[src/rtl/core/qau_pkg.sv]
// ----------------------------------------------------------------------------
// qau_pkg
// Types, constants and the term table of the quaternion arithmetic unit.
// ----------------------------------------------------------------------------
package qau_pkg;

  localparam int DATA_WIDTH = 16;
  localparam int FRAC_BITS  = 13;
  localparam int OW = (DATA_WIDTH + 1 > FRAC_BITS + 2) ? DATA_WIDTH + 1 : FRAC_BITS + 2;
  localparam int PW = 2 * OW;
  localparam int SW = PW + 3;

  typedef logic signed [DATA_WIDTH-1:0] data_t;
  typedef logic signed [OW-1:0]         opnd_t;
  typedef logic signed [PW-1:0]         prod_t;
  typedef logic signed [SW-1:0]         sum_t;
  typedef logic [3:0]                   cls_t;

  localparam logic [2:0] OP_ADD   = 3'd0;
  localparam logic [2:0] OP_SUB   = 3'd1;
  localparam logic [2:0] OP_MUL   = 3'd2;
  localparam logic [2:0] OP_CONJ  = 3'd3;
  localparam logic [2:0] OP_NEG   = 3'd4;
  localparam logic [2:0] OP_SCALE = 3'd5;
  localparam logic [2:0] OP_ROT   = 3'd6;
  localparam logic [2:0] OP_MAT   = 3'd7;

  localparam cls_t CLS_ADD   = 4'd0;
  localparam cls_t CLS_SUB   = 4'd1;
  localparam cls_t CLS_MUL   = 4'd2;
  localparam cls_t CLS_CONJ  = 4'd3;
  localparam cls_t CLS_NEG   = 4'd4;
  localparam cls_t CLS_SCALE = 4'd5;
  localparam cls_t CLS_ROT   = 4'd6;
  localparam cls_t CLS_MAT0  = 4'd7;
  localparam cls_t CLS_MAT1  = 4'd8;
  localparam cls_t CLS_MAT2  = 4'd9;

  localparam logic [3:0] RI_ONE  = 4'd8;
  localparam logic [3:0] RI_ZERO = 4'd9;
  localparam int         NRHS    = 10;

  localparam opnd_t ONE = opnd_t'(1) <<< FRAC_BITS;

  typedef struct packed {
    logic [2:0] req_type;
    data_t      a_w;
    data_t      a_x;
    data_t      a_y;
    data_t      a_z;
    data_t      b_w;
    data_t      b_x;
    data_t      b_y;
    data_t      b_z;
  } req_t;

  typedef struct packed {
    data_t res_w;
    data_t res_x;
    data_t res_y;
    data_t res_z;
    logic  last_row;
    logic  saturated;
  } res_t;

  typedef struct packed {
    logic            rot;
    logic            last;
    logic            sat;
    data_t [3:0]     a;
  } side_t;

  typedef struct packed {
    logic       en;
    logic       neg;
    logic       dbl;
    logic [2:0] li;
    logic [3:0] ri;
  } term_t;

  // Term t of result element k: left operand index into {a, b}, right operand
  // index into {a, b, one, zero}, and a coefficient of 0, +-1 or +-2.
  function automatic term_t get_term(input cls_t cls, input logic [1:0] k,
                                     input logic [1:0] t);
    term_t      r;
    logic       hneg;
    logic [1:0] m;
    logic [1:0] lo;
    logic [1:0] hi;
    logic [1:0] mn;
    r    = '0;
    hneg = (k == 2'd0) ? (t != 2'd0) : (k == 2'd1) ? (t == 2'd3) :
           (k == 2'd2) ? (t == 2'd1) : (t == 2'd2);
    m    = 2'(cls - CLS_MAT0);
    lo   = (m < k) ? m : k;
    hi   = (m < k) ? k : m;
    mn   = (m == 2'd2) ? 2'd0 : 2'(m + 2'd1);
    unique case (cls)
      CLS_ADD, CLS_SUB: begin
        if (t == 2'd0) begin
          r.en = 1'b1;
          r.li = {1'b0, k};
          r.ri = RI_ONE;
        end else if (t == 2'd1) begin
          r.en  = 1'b1;
          r.neg = (cls == CLS_SUB);
          r.li  = {1'b1, k};
          r.ri  = RI_ONE;
        end
      end
      CLS_CONJ, CLS_NEG: begin
        if (t == 2'd0) begin
          r.en  = 1'b1;
          r.neg = (cls == CLS_NEG) || (k != 2'd0);
          r.li  = {1'b0, k};
          r.ri  = RI_ONE;
        end
      end
      CLS_SCALE: begin
        if (t == 2'd0) begin
          r.en = 1'b1;
          r.li = {1'b0, k};
          r.ri = 4'd4;
        end
      end
      CLS_MUL, CLS_ROT: begin
        r.en  = 1'b1;
        r.neg = hneg;
        r.li  = {1'b0, t};
        r.ri  = ((cls == CLS_ROT) && ((k ^ t) == 2'd0)) ? RI_ZERO : {2'b01, k ^ t};
      end
      CLS_MAT0, CLS_MAT1, CLS_MAT2: begin
        if (k == 2'd3) begin
          r.en = 1'b0;
        end else if (k == m) begin
          r.en  = 1'b1;
          r.neg = !((t == 2'd0) || (t == 2'(m + 2'd1)));
          r.li  = {1'b0, t};
          r.ri  = {2'b00, t};
        end else if (t == 2'd0) begin
          r.en  = 1'b1;
          r.dbl = 1'b1;
          r.li  = 3'(lo) + 3'd1;
          r.ri  = 4'(hi) + 4'd1;
        end else if (t == 2'd1) begin
          r.en  = 1'b1;
          r.dbl = 1'b1;
          r.neg = (k == mn);
          r.li  = 3'd0;
          r.ri  = 4'd4 - 4'(m) - 4'(k);
        end
      end
      default: r = '0;
    endcase
    return r;
  endfunction

endpackage

[src/rtl/core/qau_seq.sv]
// ----------------------------------------------------------------------------
// qau_seq
// Request register; issues the three rows of a matrix request in turn.
// ----------------------------------------------------------------------------
module qau_seq import qau_pkg::*; (
  input  logic clk_i,
  input  logic rst_ni,
  input  logic start_i,
  input  req_t req_i,
  output logic busy_o,
  output logic valid_o,
  output cls_t cls_o,
  output logic last_o,
  output req_t req_o
);

  logic       valid_q, valid_d;
  logic [1:0] row_q, row_d;
  req_t       req_q;
  logic       take;

  assign busy_o = valid_q && (req_q.req_type == OP_MAT) && (row_q != 2'd2);
  assign take   = start_i && !busy_o;

  always_comb begin
    valid_d = valid_q;
    row_d   = row_q;
    if (take) begin
      valid_d = 1'b1;
      row_d   = 2'd0;
    end else if (busy_o) begin
      row_d = row_q + 2'd1;
    end else begin
      valid_d = 1'b0;
    end
  end

  always_ff @(posedge clk_i or negedge rst_ni) begin
    if (!rst_ni) begin
      valid_q <= 1'b0;
      row_q   <= 2'd0;
    end else begin
      valid_q <= valid_d;
      row_q   <= row_d;
    end
  end

  always_ff @(posedge clk_i) begin
    if (take) begin
      req_q <= req_i;
    end
  end

  assign valid_o = valid_q;
  assign cls_o   = cls_t'(req_q.req_type) + cls_t'(row_q);
  assign last_o  = (req_q.req_type != OP_MAT) || (row_q == 2'd2);
  assign req_o   = req_q;

endmodule

[config.mk]
export PLATFORM = sky130hd
export DESIGN_NAME = qau_seq
export DESIGN_NICKNAME = d
export VERILOG_FILES = /design/src/rtl/core/qau_pkg.sv /design/src/rtl/core/qau_seq.sv
export SDC_FILE = /design/constraint.sdc
export NUM_CORES = 1
export LEC_CHECK = 0
export ABC_AREA = 0
export BUFFER_PORTS_ARGS = -buffer_cell sky130_fd_sc_hd__buf_4
export CAP_MARGIN = 20
export CORE_ASPECT_RATIO = 1.2
export CORE_MARGIN = 2
export CORE_UTILIZATION = 38
export CTS_CLUSTER_DIAMETER = 40
export DETAILED_ROUTE_END_ITERATION = 6
export PLACE_DENSITY = 0.85
export SYNTH_ARGS = -nofsm -noshare
export SYNTH_HDL_FRONTEND = slang
export SYNTH_SLANG_ARGS = --single-unit
[constraint.sdc]
create_clock -name clk_i -period 4 [get_ports clk_i]
set_input_delay 0.2 -clock clk_i [delete_from_list [all_inputs] [get_ports clk_i]]
set_output_delay 0.2 -clock clk_i [all_outputs]
set_load 0.01 [all_outputs]
==> flow_summary.yaml, run 1 <==
synth:
  yosys_most_used_dff: "edfxtp_1"
  ys_top_cells_by_count: "edfxtp_1, inv_1, dfrtp_1, ha_1, nand2b_1"
  ys_types: 14
  syn_inst: 157
  async_reset_ff_share_pct: 2.24
  yosysMostFrequentCell: "edfxtp_1"
  avgSynthCellArea_um2: 26.6
  synth_top_area_share_pct: 94.0
  yosysSeqAreaShare_pct: 95.8
  synth-edff-count: 131
  synth_nets: 295
  synth_top_area_cell: "edfxtp_1"
  yosys_warnings: 0
  synth_area_um2: 4180
  ys_ff_latch: 134
  yosys-top-cells-area: "edfxtp_1, dfrtp_1, ha_1"
clock_tree:
  clock_path_buffers: 2
  cts_hold_buf: 119
  cts_buffers: 17
  htreeDepth: 4
  cts_root_buffer: "clkbuf_16"
  cts_num_sinks: 134
  postCtsSetupBuffers: 0
  cts_resized: 0
placement:
  preCtsSetupSlack_ns: 1.71
  place.gp.congestion: 0.732
  hpwl_mm: 7.98
  io_buffers: 271
run_status:
  status: "did not finish"
  haltStage: "4_1_cts"
  firstError: "[ERROR RSZ-0060] Max buffer count reached."
floorplan:
  io_pins: 272
  die_x_um: 99.8
  rows: 41
  die_h_um: 119
  start_util_pct: 39.4
metrics by stage:
step                      area [um2]  std cells
after global placement          6400        558
after detailed placement        6400        558
after floorplan                 4190        157
logic make-up after synthesis:
logic type               share of synthesized area (%)
AO/OA/AOI/OAI                                    0.120
AND/OR/NAND/NOR                                   1.11
flip-flops                                        95.8
multiplexers                                     0.478
XOR/XNOR                                         0.209
buffers and inverters                            0.897
adder cells (fa/ha/maj)                           1.38
==> inputs of run 2 (changes only) <==
--- a/config.mk
+++ b/config.mk
@@ -8,12 +8,10 @@
 export ABC_AREA = 0
 export BUFFER_PORTS_ARGS = -buffer_cell sky130_fd_sc_hd__buf_4
 export CAP_MARGIN = 20
-export CORE_ASPECT_RATIO = 1.2
 export CORE_MARGIN = 2
-export CORE_UTILIZATION = 38
-export CTS_CLUSTER_DIAMETER = 40
+export CORE_UTILIZATION = 25
 export DETAILED_ROUTE_END_ITERATION = 6
-export PLACE_DENSITY = 0.85
+export PLACE_DENSITY_LB_ADDON = 0.15
 export SYNTH_ARGS = -nofsm -noshare
 export SYNTH_HDL_FRONTEND = slang
 export SYNTH_SLANG_ARGS = --single-unit
==> constraint.sdc (replaced) <==
create_clock -name clk_i -period 5.2 [get_ports clk_i]
set_input_delay 0.26 -clock clk_i [delete_from_list [all_inputs] [get_ports clk_i]]
set_output_delay 0.26 -clock clk_i [all_outputs]
set_load 0.01 [all_outputs]
==> run 2 against run 1 <==
  * The flow now finishes without violations
  * Synthesized area is the same
  * Synthesized cell count did not move
==> flow_summary.yaml, run 2 <==
final_layout:
  utilization_pct: 47.6
  antenna_cells: 0
  area_delta_synth_final_pct: 87.4
  finalNetCount: 663
  layout-drive-gt1-share_pct: 56.9
  mostFrequentLayoutCells: "buf_4, edfxtp_1, dlygate4sd3_1"
  layout_commonest_cell: "buf_4"
  largest_register_ffs: 131
floorplan:
  rows: 47
  core_um2: 16500
  die_area_um2: 17800
  start_util_pct: 25.4
  io_pins: 272
  die_x_um: 133
  die_h_um: 133
clock_tree:
  cts_tree: "done"
  clock_latency_ns: 0.42
  htreeDepth: 4
  cts_root_buffer: "clkbuf_16"
  cts_num_sinks: 134
  cts_resized: 0
  cts_buffers: 17
  clock_path_buffers: 2
  cts.clk_slew.worst_paths_ns: 0.06
pwr:
  combPwrFrac_pct: 10.6
  ir_worst_vdd_v: 0.000186
  switching_power_uw: 611
  switching_share_pct: 22.5
  p_seq_share_pct: 47.1
  totalPowerFinal_mw: 2.72
  power_frac_clock_pct: 42.2
  p_leak_nw: 3.31
  power_density_nw_per_um2: 347
  p_int_mw: 2.11
route:
  first_pass_iters: 4
  postRouteWirelength_mm: 11.7
  drc_errors: 0
  via_per_inst: 3.81
  avgRoutedWirePerCell_um: 15.4
  ant_nets: 0
  num_vias: 2886
  drtIter0Drc: 103
global_route:
  antenna_found_initial: 0
  use_met2_pct: 22.6
  grt_max_degree: 58
  grt_pass1_wl_mm: 16.7
  first_global_vias: 3074
  use_met3_pct: 6.28
  busiest_layer: "met2"
  grt-ovfl-total: 0
  grtUsageTotal_pct: 12.9
  grtUsageMet1_pct: 12.5
sta:
  fin_crit_ns: 2.61
  worst_pin_slew_ns: 0.773
  slew_viol_final: 0
  fin_crit_sh_pct: 50.2
  rsz0062_at_grt: "no"
  setup_viol: 0
  hold_viol: 0
  skew_ns: 0.0104
  relSlewSlack_pct: 48.5
  finalSetupTns_ns: 0
  fmax_ghz: 0.383
synth:
  synth_area_um2: 4180
  synth_top_area_cell: "edfxtp_1"
  ys_ff_latch: 134
  yosysSeqAreaShare_pct: 95.8
  ys_top_cells_by_count: "edfxtp_1, inv_1, dfrtp_1, ha_1, nand2b_1"
  yosysMostFrequentCell: "edfxtp_1"
  ys_types: 14
  synth_top_area_share_pct: 94.0
  yosys_warnings: 0
  yosys_most_used_dff: "edfxtp_1"
  synth_nets: 295
  yosys-top-cells-area: "edfxtp_1, dfrtp_1, ha_1"
  syn_inst: 157
  async_reset_ff_share_pct: 2.24
  avgSynthCellArea_um2: 26.6
  synth-edff-count: 131
setup_path:
  worst_path_dominant_cell_family: "simple AND/OR/NAND/NOR gates"
  crit_buf_inv: 2
  cp-end-kind: "flip-flop"
  critPathLaunchType: "flip-flop"
  cp.arrival_ns: 2.66
  cp_cell_sequence: "inv_1 -> ha_1 -> nand4b_1 -> or2_1 -> and2_4 -> buf_4"
  critPathMaxFanout: 57
  slowest_delay_ns: 0.69
  worstSetupPathType: "reg -> reg"
  slowest_stage: "and2_4"
  worstPathRequired_ns: 5.25
placement:
  place.gp.congestion: 0.805
  io_buffers: 271
  hpwl_mm: 8.41
run_status:
  status: "completed"
worst_hold_path:
  hp-class: "in -> reg"
run:
  drv_cap: 0
run 2: cell counts after synthesis:
Identical to the previous run, type by type.
run 2: final cells by class:
cell class                      count  area [um2]
Clock buffer                       17         425
Clock inverter                     15         145
Fill cell                        1442        8620
Inverter                            7        26.3
Multi-Input combinational cell     15         140
Sequential cell                   134        4010
Tap cell                          220         275
Timing Repair Buffer              350        2820
run 2: power by group through the flow:
stage          clock, mW  sequential, mW  combinational [mW]
2_1_floorplan          0            1.34              0.0257
3_5_place_dp           0            1.30               0.245
3_3_place_gp           0            1.30               0.245
6_report            1.15            1.28               0.289
4_1_cts             1.18            1.28               0.276
5_1_grt             1.23            1.29               0.310
run 2: kinds of logic after synthesis:
group / after synthesis / synth area share, %
AO/OA/AOI/OAI: 1 / 0.120
XOR/XNOR: 1 / 0.209
buffers and inverters: 8 / 0.897
AND/OR/NAND/NOR: 7 / 1.11
adder cells (fa/ha/maj): 4 / 1.38
flip-flops: 134 / 95.8
multiplexers: 2 / 0.478
run 2: what timing repair did:
item | in CTS | in global routing
hold buffers | 49 | 28
buffers inserted | 0 | 0
endpoints found under the hold margin | 51 | 28
endpoints found under the setup margin | 0 | 0
run 2: path summary, 6_finish.rpt:
path | startpoint | to | slack, ns | depth (start not counted)
worst max register to register | row_q[0] | req_o[67] | 2.59 | 6
worst max-delay path | row_q[0] | req_o[67] | 2.59 | 6
max in group asynchronous | rst_ni | row_q[1] | 4.93 | 2
worst min-delay path | req_i[36] | req_o[36] | 0.02 | 1
min in group asynchronous | rst_ni | valid_o | 0.18 | 2
worst min register to register | row_q[0] | row_q[0] | 0.52 | 1
run 2: stage by stage:
stage               setup slack (ns)  std cells  hold WS [ns]  area [um2]
floorplan                      0.720        157       -0.0356        4180
global placement                2.64        649        0.0568        6500
detailed placement              2.57        649        0.0579        6500
CTS                             2.56        730      0.000158        7560
global route                    2.41        758      0.000331        7840
finish                          2.59        758        0.0230        7840
run 2: per-layer routing:
metal	up-vias	wire, um
li1	1360	-
met1	1360	4030
met2	145	6290
met3	21	1060
met4	0	291
met5	-	0
Power figures use the tool's default switching activity.
